==> config.mk <==
export PLATFORM = sky130hd
export DESIGN_NAME = part_bitmap_allocator
export DESIGN_NICKNAME = d
export VERILOG_FILES = /design/src/sv/pba_pkg.sv /design/src/sv/part_bitmap_allocator.sv /design/src/sv/pba_ram.sv
export SDC_FILE = /design/constraint.sdc
export NUM_CORES = 1
export LEC_CHECK = 0
export BUFFER_PORTS_ARGS = -buffer_cell sky130_fd_sc_hd__buf_2
export CAP_MARGIN = 20
export CORE_UTILIZATION = 40
export CTS_CLUSTER_SIZE = 8
export DETAILED_ROUTE_END_ITERATION = 7
export PLACE_DENSITY = 0.56
export SYNTH_ARGS = -nofsm -noshare
export SYNTH_HDL_FRONTEND = slang
export SYNTH_SLANG_ARGS = --single-unit
==> constraint.sdc <==
create_clock -name clk -period 5.9 [get_ports clk]
set_clock_uncertainty 0.2 [all_clocks]
set_input_delay 1.18 -clock clk [delete_from_list [all_inputs] [get_ports clk]]
set_output_delay 1.18 -clock clk [all_outputs]
set_load 0.02 [all_outputs]
==> src/sv/pba_pkg.sv <==
// shared types and constants of the part bitmap allocator
package pba_pkg;

  localparam int MAX_PARTS = 256;
  localparam int WORD_W    = 16;
  localparam int WORD_BITS = 4;
  localparam int MODE_W    = 2;
  localparam int PART_W    = 9;
  localparam int PCT_W     = 7;
  localparam int REM_W     = 16;
  localparam int STEP_W    = 3;

  localparam logic [PART_W-1:0] NUM_PARTS_RST = 9'd256;
  localparam logic [PCT_W-1:0]  PCT_FULL      = 7'd100;

  typedef enum logic [MODE_W-1:0] {
    MODE_CLAIM   = 2'd0,
    MODE_RELEASE = 2'd1,
    MODE_DONE    = 2'd2,
    MODE_RESTART = 2'd3
  } mode_t;

  typedef enum logic [7:0] {
    ST_CLEAR  = 8'b0000_0001,
    ST_IDLE   = 8'b0000_0010,
    ST_SCAN   = 8'b0000_0100,
    ST_RMW_RD = 8'b0000_1000,
    ST_RMW_WR = 8'b0001_0000,
    ST_COPY   = 8'b0010_0000,
    ST_LOAD   = 8'b0100_0000,
    ST_DIV    = 8'b1000_0000
  } state_t;

endpackage

==> src/sv/part_bitmap_allocator.sv <==
// part bitmap allocator: claim and done bitmaps in ram, iterative percentage divider
//
//  channel | ports                                  | handshake
//  --------+----------------------------------------+----------------------------
//  in      | in_mode, in_part                       | start while busy is low
//  out     | out_part_number, out_percent, out_status| out_valid, one cycle
//  cfg     | cfg_wdata                              | cfg_we, no wait
//
// one word at a time; ram words hold W = 16 parts:
//   claim scans up to ceil(num_parts/16) words, with num_parts clamped to 1..MAX_PARTS
//   release and done read-modify-write one word, out of range skips the ram, restart copies done ram to claim ram
//   the percentage comes from a shift-subtract divider
// after reset both rams are cleared with busy high
// results cannot be stalled; out_valid pulses in the cycle busy falls
module part_bitmap_allocator (
  input  logic                        clk,
  input  logic                        rst_n,
  input  logic                        start,
  output logic                        busy,
  input  logic [pba_pkg::MODE_W-1:0]  in_mode,
  input  logic [pba_pkg::PART_W-1:0]  in_part,
  output logic                        out_valid,
  output logic [pba_pkg::PART_W-1:0]  out_part_number,
  output logic [pba_pkg::PCT_W-1:0]   out_percent,
  output logic                        out_status,
  input  logic                        cfg_we,
  input  logic [pba_pkg::PART_W-1:0]  cfg_wdata
);

  import pba_pkg::*;

  localparam int DEPTH = (MAX_PARTS + WORD_W - 1) / WORD_W;
  localparam int AW    = (DEPTH > 1) ? $clog2(DEPTH) : 1;

  state_t               state_r, state_nxt;
  mode_t                mode_r, mode_nxt;
  logic [AW-1:0]        addr_r, addr_nxt;
  logic [AW-1:0]        chk_addr_r, chk_addr_nxt;
  logic                 chk_vld_r, chk_vld_nxt;
  logic [WORD_BITS-1:0] bit_r, bit_nxt;
  logic [PART_W-1:0]    num_parts_r;
  logic [PART_W-1:0]    count_r, count_nxt;
  logic [PART_W-1:0]    pnum_r, pnum_nxt;
  logic                 status_r, status_nxt;
  logic [REM_W-1:0]     rem_r, rem_nxt;
  logic [PCT_W-1:0]     quo_r, quo_nxt;
  logic [STEP_W-1:0]    step_r, step_nxt;
  logic                 sat_r, sat_nxt;
  logic                 out_valid_r, out_valid_nxt;
  logic [PART_W-1:0]    out_part_number_r;
  logic [PCT_W-1:0]     out_percent_r, out_percent_nxt;
  logic                 out_status_r;

  logic [PART_W-1:0]    eff_n, nm1, in_idx;
  logic [AW-1:0]        last_word;
  logic [WORD_BITS-1:0] last_bit;
  logic                 in_ok;
  logic                 claim_we, done_we;
  logic [AW-1:0]        wr_addr;
  logic [WORD_W-1:0]    claim_wdata, done_wdata, claim_rdata, done_rdata;
  logic [WORD_W-1:0]    scan_word, bit_sel;
  logic                 found;
  logic [WORD_BITS-1:0] fz_bit;
  logic [REM_W-1:0]     dvs;

  pba_ram #(.WIDTH(WORD_W), .DEPTH(DEPTH)) u_claim_ram (
    .clk   (clk),
    .we    (claim_we),
    .waddr (wr_addr),
    .wdata (claim_wdata),
    .raddr (addr_r),
    .rdata (claim_rdata)
  );

  pba_ram #(.WIDTH(WORD_W), .DEPTH(DEPTH)) u_done_ram (
    .clk   (clk),
    .we    (done_we),
    .waddr (wr_addr),
    .wdata (done_wdata),
    .raddr (addr_r),
    .rdata (done_rdata)
  );

  always_comb begin
    if (num_parts_r == '0) begin
      eff_n = PART_W'(1);
    end else if (32'(num_parts_r) > MAX_PARTS) begin
      eff_n = PART_W'(MAX_PARTS);
    end else begin
      eff_n = num_parts_r;
    end
  end

  assign nm1       = eff_n - PART_W'(1);
  assign last_word = AW'(nm1 >> WORD_BITS);
  assign last_bit  = nm1[WORD_BITS-1:0];
  assign in_idx    = in_part - PART_W'(1);
  assign in_ok     = (in_part != '0) && (in_part <= eff_n);
  assign bit_sel   = WORD_W'(1) << bit_r;
  assign dvs       = REM_W'(eff_n) << step_r;

  // parts past the last one in use count as claimed
  always_comb begin
    for (int b = 0; b < WORD_W; b++) begin
      scan_word[b] = claim_rdata[b] |
                     ((chk_addr_r == last_word) && (WORD_BITS'(b) > last_bit));
    end
  end

  always_comb begin
    found  = 1'b0;
    fz_bit = '0;
    for (int b = WORD_W - 1; b >= 0; b--) begin
      if (!scan_word[b]) begin
        found  = 1'b1;
        fz_bit = WORD_BITS'(b);
      end
    end
  end

  always_comb begin
    state_nxt       = state_r;
    mode_nxt        = mode_r;
    addr_nxt        = addr_r;
    chk_addr_nxt    = chk_addr_r;
    chk_vld_nxt     = chk_vld_r;
    bit_nxt         = bit_r;
    count_nxt       = count_r;
    pnum_nxt        = pnum_r;
    status_nxt      = status_r;
    rem_nxt         = rem_r;
    quo_nxt         = quo_r;
    step_nxt        = step_r;
    sat_nxt         = sat_r;
    out_valid_nxt   = 1'b0;
    out_percent_nxt = out_percent_r;
    claim_we        = 1'b0;
    done_we         = 1'b0;
    wr_addr         = addr_r;
    claim_wdata     = '0;
    done_wdata      = '0;

    unique case (state_r)
      ST_CLEAR: begin
        claim_we = 1'b1;
        done_we  = 1'b1;
        addr_nxt = addr_r + AW'(1);
        if (addr_r == AW'(DEPTH - 1)) begin
          addr_nxt  = '0;
          state_nxt = ST_IDLE;
        end
      end

      ST_IDLE: begin
        if (start) begin
          mode_nxt    = mode_t'(in_mode);
          bit_nxt     = in_idx[WORD_BITS-1:0];
          chk_vld_nxt = 1'b0;
          pnum_nxt    = '0;
          status_nxt  = 1'b0;
          unique case (mode_t'(in_mode))
            MODE_CLAIM: begin
              addr_nxt  = '0;
              state_nxt = ST_SCAN;
            end
            MODE_RELEASE, MODE_DONE: begin
              if (in_ok) begin
                addr_nxt  = AW'(in_idx >> WORD_BITS);
                state_nxt = ST_RMW_RD;
              end else begin
                status_nxt = 1'b1;
                state_nxt  = ST_LOAD;
              end
            end
            MODE_RESTART: begin
              addr_nxt  = '0;
              state_nxt = ST_COPY;
            end
            default: state_nxt = ST_IDLE;
          endcase
        end
      end

      ST_SCAN: begin
        addr_nxt     = addr_r + AW'(1);
        chk_addr_nxt = addr_r;
        chk_vld_nxt  = 1'b1;
        if (chk_vld_r) begin
          if (found) begin
            claim_we    = 1'b1;
            wr_addr     = chk_addr_r;
            claim_wdata = claim_rdata | (WORD_W'(1) << fz_bit);
            pnum_nxt    = PART_W'({chk_addr_r, fz_bit}) + PART_W'(1);
            state_nxt   = ST_LOAD;
          end else if (chk_addr_r == last_word) begin
            status_nxt = 1'b1;
            state_nxt  = ST_LOAD;
          end
        end
      end

      ST_RMW_RD: begin
        state_nxt = ST_RMW_WR;
      end

      ST_RMW_WR: begin
        if (mode_r == MODE_RELEASE) begin
          claim_we    = 1'b1;
          claim_wdata = claim_rdata & ~bit_sel;
        end else begin
          done_we    = 1'b1;
          done_wdata = done_rdata | bit_sel;
          if (!done_rdata[bit_r]) begin
            count_nxt = count_r + PART_W'(1);
          end
        end
        state_nxt = ST_LOAD;
      end

      ST_COPY: begin
        addr_nxt     = addr_r + AW'(1);
        chk_addr_nxt = addr_r;
        chk_vld_nxt  = 1'b1;
        if (chk_vld_r) begin
          claim_we    = 1'b1;
          wr_addr     = chk_addr_r;
          claim_wdata = done_rdata;
          if (chk_addr_r == AW'(DEPTH - 1)) begin
            state_nxt = ST_LOAD;
          end
        end
      end

      ST_LOAD: begin
        rem_nxt   = REM_W'(count_r) * REM_W'(PCT_FULL);
        quo_nxt   = '0;
        step_nxt  = STEP_W'(PCT_W - 1);
        sat_nxt   = (count_r >= eff_n);
        state_nxt = ST_DIV;
      end

      ST_DIV: begin
        if (rem_r >= dvs) begin
          rem_nxt         = rem_r - dvs;
          quo_nxt[step_r] = 1'b1;
        end
        step_nxt = step_r - STEP_W'(1);
        if (step_r == '0) begin
          out_valid_nxt   = 1'b1;
          out_percent_nxt = sat_r ? PCT_FULL : quo_nxt;
          state_nxt       = ST_IDLE;
        end
      end

      default: state_nxt = ST_IDLE;
    endcase
  end

  always_ff @(posedge clk) begin
    if (!rst_n) begin
      state_r     <= ST_CLEAR;
      addr_r      <= '0;
      chk_vld_r   <= 1'b0;
      num_parts_r <= NUM_PARTS_RST;
      count_r     <= '0;
      out_valid_r <= 1'b0;
    end else begin
      state_r     <= state_nxt;
      addr_r      <= addr_nxt;
      chk_vld_r   <= chk_vld_nxt;
      count_r     <= count_nxt;
      out_valid_r <= out_valid_nxt;
      if (cfg_we) begin
        num_parts_r <= cfg_wdata;
      end
    end
  end

  always_ff @(posedge clk) begin
    mode_r        <= mode_nxt;
    chk_addr_r    <= chk_addr_nxt;
    bit_r         <= bit_nxt;
    pnum_r        <= pnum_nxt;
    status_r      <= status_nxt;
    rem_r         <= rem_nxt;
    quo_r         <= quo_nxt;
    step_r        <= step_nxt;
    sat_r         <= sat_nxt;
    out_percent_r <= out_percent_nxt;
    if (out_valid_nxt) begin
      out_part_number_r <= pnum_r;
      out_status_r      <= status_r;
    end
  end

  assign busy            = (state_r != ST_IDLE);
  assign out_valid       = out_valid_r;
  assign out_part_number = out_part_number_r;
  assign out_percent     = out_percent_r;
  assign out_status      = out_status_r;

endmodule

==> src/sv/pba_ram.sv <==
// generic single-port-write ram with registered read
module pba_ram #(
  parameter int WIDTH = 16,
  parameter int DEPTH = 16
) (
  input  logic                                   clk,
  input  logic                                   we,
  input  logic [((DEPTH > 1) ? $clog2(DEPTH) : 1)-1:0] waddr,
  input  logic [WIDTH-1:0]                       wdata,
  input  logic [((DEPTH > 1) ? $clog2(DEPTH) : 1)-1:0] raddr,
  output logic [WIDTH-1:0]                       rdata
);

  logic [WIDTH-1:0] mem [DEPTH];
  logic [WIDTH-1:0] rdata_r;

  always_ff @(posedge clk) begin
    if (we) begin
      mem[waddr] <= wdata;
    end
    rdata_r <= mem[raddr];
  end

  assign rdata = rdata_r;

endmodule

==> flow_summary.html <==
<table>
<tr><th>Metric</th><th>Value</th></tr>
<tr><th colspan="2">Clock network</th></tr>
<tr><td>Clock slew at reported path FFs</td><td>60 ps</td></tr>
<tr><td>Clock insertion delay at the later pin of the skew report</td><td>650 ps</td></tr>
<tr><td>Max H-tree Level</td><td>3</td></tr>
<tr><td>CTS tree</td><td>done</td></tr>
<tr><td>Sinks on the clock net</td><td>640</td></tr>
<tr><td>Hold buffer count at cts</td><td>0</td></tr>
<tr><td>CTS max path bufs</td><td>3</td></tr>
<tr><td>Inserted Clock Buffers</td><td>90</td></tr>
<tr><td>Root Buffer Master</td><td>sky130_fd_sc_hd__clkbuf_16</td></tr>
<tr><th colspan="2">Layout</th></tr>
<tr><td>Area taken by multi-input logic gates</td><td>9300 sq um</td></tr>
<tr><td>Ratio of cells with drive above 1 in the final layout</td><td>22.8%</td></tr>
<tr><td>Sequential cell area</td><td>18,600 sq um</td></tr>
<tr><td>Area growth, synth to finish</td><td>15.7%</td></tr>
<tr><td>Number of nets in the layout</td><td>2,027</td></tr>
<tr><td>Post-route insts no fill</td><td>2,911</td></tr>
<tr><td>Filler Cell Count</td><td>6,076</td></tr>
<tr><td>Fin util</td><td>46.8%</td></tr>
<tr><th colspan="2">Setup path</th></tr>
<tr><td>Path depth of the worst reg2reg path</td><td>17</td></tr>
<tr><td>Crit Reg-Reg Startpoint</td><td>num_parts_r[4]</td></tr>
<tr><td>Slack of the worst reg-to-reg path</td><td>190 ps</td></tr>
<tr><td>Largest fanout on the critical path</td><td>16</td></tr>
<tr><td>Worst path arrival time</td><td>5850 ps</td></tr>
<tr><td>Type of origin of the critical path</td><td>register</td></tr>
<tr><td>Capturing point of the worst reg2reg path</td><td>u_done_ram.mem[11][4]</td></tr>
<tr><td>Classification of the worst setup path</td><td>reg -&gt; reg</td></tr>
<tr><td>Worst endpoint required time</td><td>6040 ps</td></tr>
<tr><td>Endpoint kind of the worst setup timing path</td><td>register</td></tr>
<tr><th colspan="2">Yosys</th></tr>
<tr><td>Async set-or-reset flop fraction in the synthesized netlist</td><td>0%</td></tr>
<tr><td>Share of the yosys chip area belonging to registers</td><td>65.5%</td></tr>
<tr><td>Number of synthesized flops with an enable pin</td><td>576</td></tr>
<tr><td>Count of mapped cells out of synthesis</td><td>1,795</td></tr>
<tr><td>Post-synthesis sequential element count</td><td>640</td></tr>
<tr><td>Count of unique library cells instantiated by Yosys</td><td>83</td></tr>
<tr><td>Synthesized net count</td><td>1,900</td></tr>
<tr><td>Synth area leaders</td><td>sky130_fd_sc_hd__edfxtp_1, sky130_fd_sc_hd__mux4_2, sky130_fd_sc_hd__dfxtp_1</td></tr>
<tr><td>Top_reg_cell synth</td><td>sky130_fd_sc_hd__edfxtp_1</td></tr>
<tr><td>Area fraction of the dominant cell type after synthesis</td><td>61.0%</td></tr>
<tr><td>Dominant cell type by area after synthesis</td><td>sky130_fd_sc_hd__edfxtp_1</td></tr>
<tr><td>Yosys warning total</td><td>0</td></tr>
<tr><td>Cell area after synthesis</td><td>28,300 sq um</td></tr>
<tr><td>Average footprint of a synthesized cell</td><td>15.8 sq um</td></tr>
<tr><th colspan="2">Hold path</th></tr>
<tr><td>Endpoint with the worst hold slack</td><td>out_part_number[1]</td></tr>
<tr><td>Hold path startpoint</td><td>pnum_r[1]</td></tr>
<tr><td>Class of the most critical hold timing path</td><td>reg -&gt; reg</td></tr>
<tr><td>Hold path cells</td><td>0</td></tr>
<tr><th colspan="2">STA</th></tr>
<tr><td>Unrepaired setup endpoints after global routing</td><td>no</td></tr>
<tr><td>Final Setup Violations</td><td>0</td></tr>
<tr><td>Least-Margin Pin Slew</td><td>1120 ps</td></tr>
<tr><td>Period utilization</td><td>96.7%</td></tr>
<tr><td>Headroom to the max-slew limit</td><td>25.2%</td></tr>
<tr><td>Final hold viol count</td><td>0</td></tr>
<tr><td>Max frequency</td><td>0.175 GHz</td></tr>
<tr><td>Max-slew violation total from the final report</td><td>0</td></tr>
<tr><td>Tmin final</td><td>5710 ps</td></tr>
<tr><th colspan="2">Detailed routing</th></tr>
<tr><td>Initial DRT Pass Iterations</td><td>5</td></tr>
<tr><td>Drt first-iter violations</td><td>1,424</td></tr>
<tr><td>Routed vias/inst</td><td>5.65</td></tr>
<tr><td>Final antenna-violating net count</td><td>0</td></tr>
<tr><td>DRC violations left</td><td>0</td></tr>
<tr><td>Wire length reported by the detailed router</td><td>69.4 mm</td></tr>
<tr><td>Number of vias after detailed routing</td><td>16,449</td></tr>
<tr><td>Wire length per cell</td><td>23.8 um</td></tr>
<tr><th colspan="2">Floorplan</th></tr>
<tr><td>IO Pins</td><td>43</td></tr>
<tr><td>Chip width</td><td>268 um</td></tr>
<tr><td>Die area</td><td>71,900 sq um</td></tr>
<tr><td>Vertical extent of the die</td><td>268 um</td></tr>
<tr><td>Area of the core</td><td>70,000 sq um</td></tr>
<tr><td>Number of standard-cell rows in the floorplan</td><td>97</td></tr>
<tr><td>Initial standard-cell utilization of the core</td><td>40.5%</td></tr>
<tr><th colspan="2">GRT</th></tr>
<tr><td>Total overflow reported by the global router</td><td>0</td></tr>
<tr><td>First-pass GRT wire length</td><td>104 mm</td></tr>
<tr><td>Global-route usage over all layers</td><td>19.6%</td></tr>
<tr><td>Largest net degree at the start of global routing</td><td>90</td></tr>
<tr><td>Number of global-route vias before repair</td><td>16,747</td></tr>
<tr><td>Number of antenna violations at the first check in global routing</td><td>1</td></tr>
<tr><th colspan="2">Power</th></tr>
<tr><td>Power per cell area</td><td>370 nW/um^2</td></tr>
<tr><td>Standby leakage power</td><td>10.3 nW</td></tr>
<tr><td>Worst vdd rail ir drop</td><td>0.000195 V</td></tr>
<tr><th colspan="2">Run status</th></tr>
<tr><td>Run status</td><td>complete, no violations</td></tr>
<tr><th colspan="2">Place</th></tr>
<tr><td>Half-perimeter wire length of the detailed placement result</td><td>45.5 mm</td></tr>
<tr><td>Placer Congestion</td><td>0.949</td></tr>
<tr><td>Number of buffer cells added on primary ports</td><td>42</td></tr>
<tr><td>Cells after DPL</td><td>2,760</td></tr>
<tr><th colspan="2">Flow run</th></tr>
<tr><td>Number of maximum-capacitance violations</td><td>0</td></tr>
</table>
[cell families (layout without fill, tap and decap cells)]
logic type	Yosys count	count (layout)	share of synthesized area, %
other cells	0	1	0
mux	183	183	13.8
buf+inv	161	336	2.21
compound gates	296	296	6.79
simple gates	393	393	6.72
flops	640	640	65.5
xor+xnor	41	41	1.27
fa+ha+maj	81	81	3.71
[report_power, final]
group          total (mW)  internal [mW]  switching (mW)
combinational        1.83          0.813            1.02
sequential           5.60           5.29           0.302
clock                4.71           2.84            1.88
total                12.1           8.94            3.20
[registers in the layout, indices dropped and copies added, names as in the netlist, 7 cells and up]
signal,cells
out_part_number,9
state_r,8
u_claim_ram.rdata,16
u_claim_ram.mem,256
count_r,9
u_done_ram.mem,256
pnum_r,9
out_percent,7
u_done_ram.rdata,16
quo_r,7
num_parts_r,9
rem_r,16
[metal layers]
| metal | up-vias | GRT usage, % | routed length, um |
|---|---|---|---|
| met5 | - | 0 | 0 |
| met4 | 0 | 6.66 | 1930 |
| met3 | 135 | 3.76 | 4030 |
| met2 | 557 | 30.8 | 32700 |
| met1 | 8426 | 27.3 | 30800 |
| li1 | 7331 | - | - |
[how the worst max path moves through the flow]
stage                   startpoint                     to  slack [ps]  depth (start not counted)
CTS                 num_parts_r[4]  u_claim_ram.mem[4][2]          30                         16
floorplan           num_parts_r[3]  u_claim_ram.mem[9][0]        -370                         18
global route        num_parts_r[4]   u_done_ram.mem[4][8]          10                         16
global placement    num_parts_r[4]  u_claim_ram.mem[4][2]         160                         16
detailed placement  num_parts_r[4]  u_claim_ram.mem[4][2]          90                         16
finish              num_parts_r[4]  u_done_ram.mem[11][4]         190                         17
[through the flow]
step	power, mW	hold slack [ps]	setup TNS, ps	setup slack [ps]	instance area (sq um)
after global placement	7.50	202	0	159	30100
final	12.1	208	0	193	32800
after global routing	12.6	219	0	15.0	32800
after CTS	12.3	201	0	33.7	32600
after detailed placement	7.50	205	0	86.5	30100
after floorplan	6.80	200	-21210	-368	28400
[repair_timing]
action	in CTS	in global routing
buffers inserted	0	1
setup endpoints to repair	0	390
hold endpoints to repair	0	0
gates resized for setup	0	5
[layout make-up]
cell class | instances | share of cell area (%)
Tap cell | 940 | 3.59
Multi-Input combinational cell | 994 | 28.4
Inverter | 71 | 0.813
Clock buffer | 134 | 7.47
Clock inverter | 6 | 0.374
Sequential cell | 640 | 56.7
Timing Repair Buffer | 125 | 2.68
Antenna cell | 1 | 0.00763
[worst max-delay path, stage by stage, from the launching register on]
cell                        delay, ps
sky130_fd_sc_hd__dfxtp_1          400
sky130_fd_sc_hd__or4_4            530
sky130_fd_sc_hd__o41a_4           400
sky130_fd_sc_hd__nor2_1           150
sky130_fd_sc_hd__inv_1             60
sky130_fd_sc_hd__ha_1             290
sky130_fd_sc_hd__nand4bb_1        140
sky130_fd_sc_hd__a21oi_1           90
sky130_fd_sc_hd__or3b_2           460
sky130_fd_sc_hd__a21o_1           290
sky130_fd_sc_hd__o31a_1           360
sky130_fd_sc_hd__or3_4            430
sky130_fd_sc_hd__o41a_1           600
sky130_fd_sc_hd__buf_4            250
sky130_fd_sc_hd__o211a_1          260
sky130_fd_sc_hd__nand2_1          150
sky130_fd_sc_hd__a21oi_2           70
sky130_fd_sc_hd__buf_4            270
[cells in the mapped netlist (all sizes together) (4+ instances only)]
library cell,instances
inv,70
buf,23
o21bai,8
mux4,165
nor2b,18
fa,5
a211oi,7
a21oi,93
o21a,7
dfxtp,64
nand2b,19
a32o,4
nor4,7
nor3,21
o22ai,9
clkbuf,67
nand2,128
a22oi,4
o41ai,5
o31ai,14
a31oi,13
nand3b,6
nand4,10
o211ai,8
a21o,14
or3,6
and3,9
nand3,37
edfxtp,576
or4,4
and2,6
xor2,21
nor2,106
mux2i,16
a32oi,7
xnor2,20
a41o,6
o21ai,66
ha,76
[cell usage in the layout (no fill, tap or decap), types with 8 or more instances in the layout]
cell	instances
sky130_fd_sc_hd__edfxtp_1	576
sky130_fd_sc_hd__mux4_2	165
sky130_fd_sc_hd__nand2_1	128
sky130_fd_sc_hd__nor2_1	96
sky130_fd_sc_hd__clkbuf_16	91
sky130_fd_sc_hd__a21oi_1	84
sky130_fd_sc_hd__ha_1	76
sky130_fd_sc_hd__buf_4	76
sky130_fd_sc_hd__inv_1	70
sky130_fd_sc_hd__dfxtp_1	60
sky130_fd_sc_hd__o21ai_0	54
sky130_fd_sc_hd__clkbuf_1	42
sky130_fd_sc_hd__buf_2	42
sky130_fd_sc_hd__nand3_1	37
sky130_fd_sc_hd__xor2_1	21
sky130_fd_sc_hd__xnor2_1	20
sky130_fd_sc_hd__nand2b_1	19
sky130_fd_sc_hd__nor3_1	19
sky130_fd_sc_hd__nor2b_1	18
sky130_fd_sc_hd__mux2i_1	16
sky130_fd_sc_hd__o31ai_1	14
sky130_fd_sc_hd__a21o_1	14
sky130_fd_sc_hd__a31oi_1	13
sky130_fd_sc_hd__o21ai_2	12
sky130_fd_sc_hd__and3_1	9
sky130_fd_sc_hd__nand4_1	9
sky130_fd_sc_hd__a21oi_2	9
sky130_fd_sc_hd__o21bai_1	8
sky130_fd_sc_hd__nor2_2	8
(Power assumes the default switching activity.)
